**config.mk**
```make
export PLATFORM = sky130hd
export DESIGN_NAME = finger_query_line_checker_unit
export DESIGN_NICKNAME = d
export VERILOG_FILES = /design/src/hw/rtl/flc_pkg.sv /design/src/hw/rtl/flc_cfg.sv /design/src/hw/rtl/flc_core.sv /design/src/hw/rtl/finger_query_line_checker_unit.sv
export SDC_FILE = /design/constraint.sdc
export NUM_CORES = 1
export LEC_CHECK = 0
export ABC_CLOCK_PERIOD_IN_PS = 4600
export BUFFER_PORTS_ARGS = -buffer_cell sky130_fd_sc_hd__buf_2
export CAP_MARGIN = 15
export CORE_MARGIN = 4
export CORE_UTILIZATION = 30
export CTS_CLUSTER_DIAMETER = 150
export DETAILED_ROUTE_END_ITERATION = 10
export GPL_ROUTABILITY_DRIVEN = 0
export GPL_TIMING_DRIVEN = 0
export PLACE_DENSITY = 0.53
export RECOVER_POWER = 100
export SLEW_MARGIN = 20
export SYNTH_ARGS = -nofsm -noshare
export SYNTH_HDL_FRONTEND = slang
export SYNTH_SLANG_ARGS = --single-unit
```
**constraint.sdc**
```tcl
create_clock -name i_clk -period 4.6 [get_ports i_clk]
set_input_delay 0.23 -clock i_clk [delete_from_list [all_inputs] [get_ports i_clk]]
set_output_delay 0.23 -clock i_clk [all_outputs]
set_load 0.005 [all_outputs]
```
**src/hw/rtl/flc_pkg.sv**
```systemverilog
// ----------------------------------------------------------------------------
// flc_pkg
// Shared types, codes and helpers for the finger query line checker.
// ----------------------------------------------------------------------------
package flc_pkg;

    // Configuration register indexes
    localparam logic [7:0] CFG_HOP_LIMIT      = 8'd0;
    localparam logic [7:0] CFG_USER_LEN_LIMIT = 8'd1;
    localparam logic [7:0] CFG_HOST_LEN_LIMIT = 8'd2;
    localparam logic [7:0] CFG_STRICT_CHARS   = 8'd3;

    localparam int CFG_INDEX_W = 8;
    localparam int CFG_DATA_W  = 9;

    // Register reset values
    localparam logic signed [8:0] HOP_LIMIT_RST      = 9'sd0;
    localparam logic [7:0]        USER_LEN_LIMIT_RST = 8'd8;
    localparam logic [7:0]        HOST_LEN_LIMIT_RST = 8'd30;
    localparam logic              STRICT_CHARS_RST   = 1'b1;

    localparam logic signed [8:0] HOP_UNLIMITED = -9'sd1;

    // Parse phases
    localparam logic [2:0] PH_LEAD  = 3'd0;
    localparam logic [2:0] PH_SLASH = 3'd1;
    localparam logic [2:0] PH_MID   = 3'd2;
    localparam logic [2:0] PH_BODY  = 3'd3;
    localparam logic [2:0] PH_STOP  = 3'd4;

    // Verdict codes
    localparam logic [2:0] V_OK       = 3'd0;
    localparam logic [2:0] V_PARSE    = 3'd1;
    localparam logic [2:0] V_BADCHAR  = 3'd2;
    localparam logic [2:0] V_USERLONG = 3'd3;
    localparam logic [2:0] V_HOSTLONG = 3'd4;

    // Byte classes
    localparam logic [1:0] CLS_IGNORE = 2'd0;
    localparam logic [1:0] CLS_USER   = 2'd1;
    localparam logic [1:0] CLS_HOST   = 2'd2;

    // Character constants
    localparam logic [7:0] CH_NUL   = 8'h00;
    localparam logic [7:0] CH_SPACE = 8'h20;
    localparam logic [7:0] CH_AT    = 8'h40;
    localparam logic [7:0] CH_SLASH = 8'h2F;
    localparam logic [7:0] CH_W     = 8'h57;
    localparam logic [7:0] CH_UNDER = 8'h5F;
    localparam logic [7:0] CH_DOT   = 8'h2E;
    localparam logic [7:0] CH_DASH  = 8'h2D;

    typedef struct packed {
        logic signed [8:0] hop_limit;
        logic [7:0]        user_len_limit;
        logic [7:0]        host_len_limit;
        logic              strict_chars;
    } t_cfg;

    typedef struct packed {
        logic [2:0] phase;
        logic       long_flag;
        logic       in_user_part;
        logic [8:0] hops_seen;
        logic [8:0] user_count;
        logic [8:0] host_count;
        logic [2:0] error_code;
    } t_line_state;

    localparam t_line_state LINE_STATE_RST = '{
        phase:        PH_LEAD,
        long_flag:    1'b0,
        in_user_part: 1'b1,
        hops_seen:    9'd0,
        user_count:   9'd0,
        host_count:   9'd0,
        error_code:   V_OK
    };

    // Strict-mode character set: alphanumerics and _ @ . -
    function automatic logic allowed_char(input logic [7:0] c);
        logic ok;
        ok = (c >= 8'h30 && c <= 8'h39) || (c >= 8'h41 && c <= 8'h5A) ||
             (c >= 8'h61 && c <= 8'h7A) || c == CH_UNDER || c == CH_AT ||
             c == CH_DOT || c == CH_DASH;
        return ok;
    endfunction

endpackage

```
**src/hw/rtl/flc_cfg.sv**
```systemverilog
// ----------------------------------------------------------------------------
// flc_cfg
// Configuration register file; writes to unknown indexes are dropped.
// ----------------------------------------------------------------------------
module flc_cfg (
    input  logic                               i_clk,
    input  logic                               i_rst_n,
    input  logic                               i_cfg_valid,
    output logic                               o_cfg_ready,
    input  logic [flc_pkg::CFG_INDEX_W-1:0]    i_cfg_index,
    input  logic [flc_pkg::CFG_DATA_W-1:0]     i_cfg_data,
    output flc_pkg::t_cfg                      o_cfg
);

    flc_pkg::t_cfg r_cfg;

    assign o_cfg_ready = 1'b1;
    assign o_cfg       = r_cfg;

    always_ff @(posedge i_clk) begin
        if (!i_rst_n) begin
            r_cfg.hop_limit      <= flc_pkg::HOP_LIMIT_RST;
            r_cfg.user_len_limit <= flc_pkg::USER_LEN_LIMIT_RST;
            r_cfg.host_len_limit <= flc_pkg::HOST_LEN_LIMIT_RST;
            r_cfg.strict_chars   <= flc_pkg::STRICT_CHARS_RST;
        end else if (i_cfg_valid) begin
            unique case (i_cfg_index)
                flc_pkg::CFG_HOP_LIMIT:      r_cfg.hop_limit      <= $signed(i_cfg_data);
                flc_pkg::CFG_USER_LEN_LIMIT: r_cfg.user_len_limit <= i_cfg_data[7:0];
                flc_pkg::CFG_HOST_LEN_LIMIT: r_cfg.host_len_limit <= i_cfg_data[7:0];
                flc_pkg::CFG_STRICT_CHARS:   r_cfg.strict_chars   <= i_cfg_data[0];
                default: ;
            endcase
        end
    end

endmodule

```
**src/hw/rtl/flc_core.sv**
```systemverilog
// ----------------------------------------------------------------------------
// flc_core
// Input register, per-byte parse step with line state, result register.
// ----------------------------------------------------------------------------
module flc_core (
    input  logic          i_clk,
    input  logic          i_rst_n,
    input  flc_pkg::t_cfg i_cfg,
    input  logic          i_in_valid,
    output logic          o_in_ready,
    input  logic [7:0]    i_line_byte,
    input  logic          i_line_end,
    output logic          o_out_valid,
    input  logic          i_out_ready,
    output logic [7:0]    o_echo_byte,
    output logic [1:0]    o_byte_class,
    output logic          o_long_request,
    output logic [2:0]    o_verdict,
    output logic          o_line_done
);

    // input stage
    logic       r_in_valid;
    logic [7:0] r_in_byte;
    logic       r_in_end;

    // result stage
    logic       r_out_valid;
    logic [7:0] r_echo_byte;
    logic [1:0] r_byte_class;
    logic       r_long_request;
    logic [2:0] r_verdict;
    logic       r_line_done;

    flc_pkg::t_line_state r_st;
    flc_pkg::t_line_state n_st;
    flc_pkg::t_line_state st_step;
    logic [1:0]           step_class;
    logic                 body_go;
    logic                 hop_stop;
    logic                 advance;
    logic                 move;

    assign advance    = !r_out_valid || i_out_ready;
    assign move       = r_in_valid && advance;
    assign o_in_ready = !r_in_valid || advance;

    always_comb begin
        st_step    = r_st;
        step_class = flc_pkg::CLS_IGNORE;
        body_go    = 1'b0;
        hop_stop   = 1'b0;

        if (r_st.error_code == flc_pkg::V_OK) begin
            unique case (r_st.phase)
                flc_pkg::PH_LEAD: begin
                    if (r_in_byte == flc_pkg::CH_SPACE) begin
                        st_step.phase = flc_pkg::PH_LEAD;
                    end else if (r_in_byte == flc_pkg::CH_SLASH) begin
                        st_step.phase = flc_pkg::PH_SLASH;
                        // line ends right after the slash: no W can follow
                        if (r_in_end) begin
                            st_step.error_code = flc_pkg::V_PARSE;
                        end
                    end else begin
                        body_go = 1'b1;
                    end
                end
                flc_pkg::PH_SLASH: begin
                    if (r_in_byte == flc_pkg::CH_W) begin
                        st_step.long_flag = 1'b1;
                        st_step.phase     = flc_pkg::PH_MID;
                    end else begin
                        st_step.error_code = flc_pkg::V_PARSE;
                    end
                end
                flc_pkg::PH_MID: begin
                    body_go = (r_in_byte != flc_pkg::CH_SPACE);
                end
                flc_pkg::PH_BODY: begin
                    body_go = 1'b1;
                end
                default: ;
            endcase
        end

        if (body_go) begin
            st_step.phase = flc_pkg::PH_BODY;
            if (r_in_byte == flc_pkg::CH_NUL) begin
                st_step.phase = flc_pkg::PH_STOP;
            end else begin
                if (r_in_byte == flc_pkg::CH_AT && i_cfg.hop_limit != flc_pkg::HOP_UNLIMITED) begin
                    st_step.hops_seen = r_st.hops_seen + 9'd1;
                    // hop count is non-negative, limit is signed
                    hop_stop = $signed({1'b0, st_step.hops_seen}) >
                               $signed({i_cfg.hop_limit[8], i_cfg.hop_limit});
                end
                if (hop_stop) begin
                    st_step.phase = flc_pkg::PH_STOP;
                end else begin
                    if (r_in_byte == flc_pkg::CH_AT) begin
                        st_step.in_user_part = 1'b0;
                        st_step.host_count   = 9'd0;
                    end
                    if (i_cfg.strict_chars && !flc_pkg::allowed_char(r_in_byte)) begin
                        st_step.error_code = flc_pkg::V_BADCHAR;
                    end else if (st_step.in_user_part) begin
                        st_step.user_count = r_st.user_count + 9'd1;
                        if (st_step.user_count > {1'b0, i_cfg.user_len_limit}) begin
                            st_step.error_code = flc_pkg::V_USERLONG;
                        end else begin
                            step_class = flc_pkg::CLS_USER;
                        end
                    end else if (st_step.host_count > {1'b0, i_cfg.host_len_limit}) begin
                        st_step.error_code = flc_pkg::V_HOSTLONG;
                    end else begin
                        st_step.host_count = st_step.host_count + 9'd1;
                        step_class         = flc_pkg::CLS_HOST;
                    end
                end
            end
        end

        n_st = r_in_end ? flc_pkg::LINE_STATE_RST : st_step;
    end

    always_ff @(posedge i_clk) begin
        if (!i_rst_n) begin
            r_in_valid  <= 1'b0;
            r_out_valid <= 1'b0;
            r_st        <= flc_pkg::LINE_STATE_RST;
        end else begin
            if (o_in_ready) begin
                r_in_valid <= i_in_valid;
            end
            if (advance) begin
                r_out_valid <= r_in_valid;
            end
            if (move) begin
                r_st <= n_st;
            end
        end
    end

    always_ff @(posedge i_clk) begin
        if (o_in_ready && i_in_valid) begin
            r_in_byte <= i_line_byte;
            r_in_end  <= i_line_end;
        end
        if (move) begin
            r_echo_byte    <= r_in_byte;
            r_byte_class   <= step_class;
            r_long_request <= st_step.long_flag;
            r_verdict      <= st_step.error_code;
            r_line_done    <= r_in_end;
        end
    end

    assign o_out_valid    = r_out_valid;
    assign o_echo_byte    = r_echo_byte;
    assign o_byte_class   = r_byte_class;
    assign o_long_request = r_long_request;
    assign o_verdict      = r_verdict;
    assign o_line_done    = r_line_done;

endmodule

```
**src/hw/rtl/finger_query_line_checker_unit.sv**
```systemverilog
// ----------------------------------------------------------------------------
// finger_query_line_checker_unit
// Checks a finger query line one byte per transfer and classifies each byte.
// ----------------------------------------------------------------------------
// Usage:
//   Input channel (i_in_valid / o_in_ready) carries one line byte per
//   transfer, with i_line_end set on the last byte of the line (CRLF is
//   already stripped). Each input transfer yields exactly one result
//   transfer on the output channel (o_out_valid / i_out_ready): the echoed
//   byte, its class, the long-request flag, the running verdict and the
//   line-done mark, on which the verdict is final.
//   Configuration (i_cfg_valid / o_cfg_ready) writes one register per
//   transfer: 0 hop limit, 1 username limit, 2 hostname limit, 3 strict
//   mode. Other indexes are dropped. Write only while the block is idle.
//   The byte lands in the input register at its transfer and moves to the
//   result register when the output stage can advance; throughput is one
//   byte per cycle while the output does not stall, bounded by the single
//   parse step that updates the line state for each byte it moves.
//   The input register keeps taking a byte while a result waits, so one
//   byte is absorbed during an output stall before o_in_ready drops.
//   Reset (synchronous, active low) empties both stages, returns the line
//   state to the leading-space phase and loads register defaults.
// ----------------------------------------------------------------------------
module finger_query_line_checker_unit (
    input  logic                               i_clk,
    input  logic                               i_rst_n,
    // configuration write channel
    input  logic                               i_cfg_valid,
    output logic                               o_cfg_ready,
    input  logic [flc_pkg::CFG_INDEX_W-1:0]    i_cfg_index,
    input  logic [flc_pkg::CFG_DATA_W-1:0]     i_cfg_data,
    // byte input channel
    input  logic                               i_in_valid,
    output logic                               o_in_ready,
    input  logic [7:0]                         i_line_byte,
    input  logic                               i_line_end,
    // result channel
    output logic                               o_out_valid,
    input  logic                               i_out_ready,
    output logic [7:0]                         o_echo_byte,
    output logic [1:0]                         o_byte_class,
    output logic                               o_long_request,
    output logic [2:0]                         o_verdict,
    output logic                               o_line_done
);

    // register file feeding the parse step
    flc_pkg::t_cfg cfg;

    flc_cfg u_cfg (
        .i_clk       (i_clk),
        .i_rst_n     (i_rst_n),
        .i_cfg_valid (i_cfg_valid),
        .o_cfg_ready (o_cfg_ready),
        .i_cfg_index (i_cfg_index),
        .i_cfg_data  (i_cfg_data),
        .o_cfg       (cfg)
    );

    // two-stage datapath: input register, parse step, result register
    flc_core u_core (
        .i_clk          (i_clk),
        .i_rst_n        (i_rst_n),
        .i_cfg          (cfg),
        .i_in_valid     (i_in_valid),
        .o_in_ready     (o_in_ready),
        .i_line_byte    (i_line_byte),
        .i_line_end     (i_line_end),
        .o_out_valid    (o_out_valid),
        .i_out_ready    (i_out_ready),
        .o_echo_byte    (o_echo_byte),
        .o_byte_class   (o_byte_class),
        .o_long_request (o_long_request),
        .o_verdict      (o_verdict),
        .o_line_done    (o_line_done)
    );

endmodule

```
* Word level (Yosys, flattened, before mapping)
Cells that the tools add are included.
Word-level totals: bits in registers 87, input bits 31, output and inout port bits 18
Operators by class: add/sub/neg operators 3, magnitude comparators 9, eq/ne operators 20, multiplexer cells 47, bitwise gates (word level) 1, reductions and logical operators 36
Operator list (count):
- $mux 9 | 8
- $mux 31 | 2
- $mux 3 | 14
- $mux 35 | 1
- $eq 8x6->1 const B | 4
- $add 9x1->9 const B | 3
- $eq 8x7->1 const B | 3
- $mux 21 | 1
- $gt 9x8->1 | 2
- $mux 18 | 1
- $eq 8x2->1 const B | 2
- $ge 8x7->1 const B | 2
- $le 8x7->1 const B | 2
- $logic_not 8->1 | 2
- $mux 1 | 13
- $pmux 3 s2 | 2
- $gt 10x9->1 | 1
- $ne 9x1->1 const B | 1
- $eq 8x1->1 const B | 1
- $ge 8x6->1 const B | 1
- $le 8x6->1 const B | 1
- $logic_or 1x1->1 | 8
- $mux 4 | 2
- $ne 8x6->1 const B | 1
- 19 further kinds | 38

* Logic depth before layout (Yosys ltp)
depth in word-level cells 17, gate-level depth with buffers 14

* Modules after synthesis
A second synthesis with hierarchy kept.
Unflattened totals: cells, all modules 532, area total of the unflattened synthesis 4870.9 µm²
Modules (own cells, without submodules):
- flc_core | instances 1, cells each 425, area an instance 3784.9 µm², sequential area each 1461.4 µm²
- flc_cfg | instances 1, cells each 107, area an instance 1086.0 µm², sequential area each 520.5 µm²

* Least setup slack after synthesis
No wires, ideal clock.
kind reg-to-reg, start register u_core.r_in_byte[0], end register u_core.r_st[10] in the netlist's numbering, library setup time 117 ps, arrival 3434 ps, required time 4483 ps, setup slack 1049 ps, cell stages (with the launch flop) 14, buffers on the path 1, period minus slack after synthesis 3551 ps, path through edfxtp_1 > buf_6 > or4_4 > or3_4 > nand2_1 > inv_1 > ha_1 > a211o_1 > a221oi_1 > a211oi_1 > a211o_4 > nor4b_4 > o21ai_1 > a22o_1
Between the ends: longest elaborated chain between the ends 15, elaborated cells on any way between the ends 54, classes of those cells add/sub (1); order compare (7); eq/ne (9); mux (22); reduce/logical (15)
RTL lines:
- start, declared | line flc_core.sv:24 | logic [7:0] r_in_byte;
- start signal, assigned | line flc_core.sv:147 | r_in_byte <= i_line_byte;
- branches (longest 15 deep; another with $add 9x1->9)
- end signal, assigned | line flc_core.sv:131 | r_st <= flc_pkg::LINE_STATE_RST;
- end signal, assigned | line flc_core.sv:140 | r_st <= n_st;
- end, declared | line flc_core.sv:35 | flc_pkg::t_line_state r_st;
Several ways; the timed one is not identified. The select of a mux whose other input is x is not followed. A chain may end at the register's enable or synchronous reset.

* Worst setup path after layout
start register u_core.r_in_byte[1], end register u_core.r_st[7] in the netlist's numbering
The elaborated chain is that of the path after synthesis.

==> results.toml <==
[grt]
grt-ovfl-total = 0
antenna_found_initial = 0
grt_pass1_vias = 3946
grt_pass1_wl_mm = 19.4
grt_max_degree = 25
grt_usage_pct = 13.4

[synthesis]
ys_seq_elements = 87
yosysSeqAreaShare_pct = 41.2
ys_dominant_reg_cell = "dfxtp_1"
async_flop_share_pct = 0
syn_nets = 576
yosysWarnings = 0
postSynthCellCount = 518
synth_top_area_share_pct = 26.2
yosys-top-cells-area = "dfxtp_1 26%, edfxtp_1 15%, ha_1 7.0%, mux2i_1 5.6%, nand2_1 3.8%"
syn_avg_cell_area_sq_um = 9.29
syn_area_sq_mm = 0.00481
synth_common_cells = "63 x dfxtp_1, 49 x nand2_1, 41 x inv_1"
synth.distinct_cells = 72
synth_largest_area_cell = "dfxtp_1"
synth_edf_count = 24
synth_most_common_cell = "dfxtp_1"

[die]
rows = 46
die_area_sq_mm = 0.0181
core_area_sq_mm = 0.0158
fp.dieW_um = 135
io_pins = 49
start_util_pct = 30.4
die-height_um = 135

[drt]
route.detailed.drc = 0
wire_per_inst_um = 14.8
drtAntennaViolNets = 0
vias = 3931
first_pass_iters = 4
drtIter0Drc = 239
wirelength_mm = 11.7
vias_per_cell = 4.94

[power]
power_frac_clock_pct = 42.2
leakagePower_nw = 2.26
p_sw_uw = 383
peakVddDrop_mv = 0.140
power_density_mw_per_mm2 = 294
p_int_mw = 1.25
comb_power_share_pct = 7.7
seq_power_share_pct = 50.2
p_sw_share_pct = 23.5

[critical_path]
cp-start-kind = "flop"
crit_path_end_kind = "flop"
worstPathRequired_ns = 4.83
crit_arrival_ns = 4.33
rr_worst_depth = 12
critPathBufInv = 1
cp_cell_sequence = "or4_1 > or3_1 > nand2_1 > inv_1 > ha_1 > a211o_1 > a221oi_1 > a211oi_1 > a211o_4 > nor3_1 > o21ai_0 > o2bb2ai_1"
worstReg2RegStart = "u_core.r_in_byte[1]"
reg2reg_to = "u_core.r_st[7]"
cpLargestDelayFamily = "simple AND/OR/NAND/NOR gates"
r2r_setup_slack_ns = 0.51
crit_fanout = 8
slowest_delay_ns = 0.62
crit_cells = 12
critical_path_class = "flop to flop"
crit_slowest_cell = "or4_1"

[timing]
fmax_mhz = 244
tightest_slew_ns = 1.27
setup_tns_ns = 0
clock-skew-final_ns = 0.00697
min_period_ns = 4.09
hold_violations = 0
drv_slew = 0
rsz0062_at_grt = "false"
setup_ws_ns = 0.508
period_share_pct = 89.0
setup_viol = 0
slew_headroom_pct = 15.2

[job]
maxCapViolCount = 0

[hold_path]
worstHoldPathType = "input port to flop"
hold_end = "u_core.r_in_end"
hp-start = "i_line_end"
hold_depth = 1

[clock_tree]
cts_root_buf = "clkbuf_16"
cts_hold_buf = 0
cts-resized-gates = 0
cts_max_level = 3
cts.sinks = 87
cts_buffer_depth = 2
cts_tree = "built"
numCtsBuffers = 9
clk_latency_ns = 0.35
cts.clk_slew.worst_paths_ns = 0.06
cts_setup_buffers = 0

[placed_design]
place_hpwl_mm = 8.87
dp_slack_ns = 0.649
portBuffers = 46

[finish]
nets = 633
antenna_cells = 0
layout-drive-gt1-share_pct = 11.0
syn2layout_area_growth_pct = 15.0

[outcome]
status = "completed"
worst max-delay path by stage:
stage	start	to	slack (ns)
global route	u_core.r_in_byte[1]	u_core.r_st[6]	0.22
finish	u_core.r_in_byte[1]	u_core.r_st[7]	0.51
CTS	u_core.r_in_byte[1]	u_core.r_st[10]	0.63
floorplan	u_core.r_in_byte[0]	u_core.r_st[10]	1.05
detailed placement	u_core.r_in_byte[1]	u_core.r_st[10]	0.65
global placement	u_core.r_in_byte[1]	u_core.r_st[10]	0.69
logic make-up after synthesis:
group | synth area share, %
simple gates | 23.7
flops | 41.2
compound gates | 15.6
mux | 5.61
xor+xnor | 1.64
other cells | 0.0779
fa+ha+maj | 7.02
buf+inv | 5.15
power by group through the flow:
| stage | combinational (mW) | sequential [mW] | clock, mW |
|---|---|---|---|
| 3_5_place_dp | 0.128 | 0.833 | 0 |
| 4_1_cts | 0.129 | 0.816 | 0.711 |
| 2_1_floorplan | 0.0781 | 0.830 | 0 |
| 3_3_place_gp | 0.127 | 0.833 | 0 |
| 5_1_grt | 0.138 | 0.818 | 0.741 |
| 6_report | 0.125 | 0.817 | 0.687 |
area by class of cell:
cell class                 count  area [sq um]
sequential                    87          1980
fill                        1618         10300
inverter                      41           154
clock buffer                  13           260
clock inverter                 3          18.8
multi-input combinational    371          2540
timing repair buffer          46           218
buffer                        19          91.3
tap                          216           270
layout by cell type, fill, tap and decap left out, types with 4 or more instances in the layout:
master     count
a21o_1         6
nand2_1       49
clkbuf_1      26
nor2_1        17
nand4_1        6
o21a_1         5
nand2b_1       6
nand3b_1       6
nand3_1       23
o211ai_1       6
nor3_1        13
edfxtp_1      24
o21ai_0       22
and3_1         4
dfxtp_1       63
xnor2_1        4
buf_2         37
and2_1         6
inv_1         41
and4_1         5
clkbuf_16      9
nor4_1         7
or3_1          5
ha_1          27
a21oi_1       20
nor2b_1       29
mux2i_1       27
nor3b_1        4
a31oi_1        4
xor2_1         5
o22ai_1        5
state kept, by name, indices dropped and copies added, names as in the netlist:
signal,count
u_core.o_line_done,1
u_core.r_in_valid,1
u_core.o_byte_class,2
u_core.o_echo_byte,8
u_cfg.o_cfg,26
u_core.r_st,35
u_core.r_in_byte,8
u_core.o_long_request,1
u_core.r_in_end,1
u_core.o_out_valid,1
u_core.o_verdict,3
layer usage:
layer,part of all wire (%),GRT usage [%]
met1,46,16.9
met2,48,22.2
met3,2.9,1.75
met4,3.0,7.07
met5,0,0
through the flow:
step / utilization [%] / total power, mW / std cells / cell area [sq um] / hold slack [ns]
finish: 35.0 / 1.63 / 796 / 5540 / 0.0547
global placement: 33.6 / 0.960 / 780 / 5320 / 0.407
detailed placement: 33.6 / 0.961 / 780 / 5320 / 0.409
CTS: 35.4 / 1.66 / 796 / 5600 / 0.0373
floorplan: - / 0.909 / 518 / 4810 / 0.329
global route: 35.0 / 1.70 / 796 / 5540 / 0.0511
No activity file was read; power rests on OpenSTA's default activity.
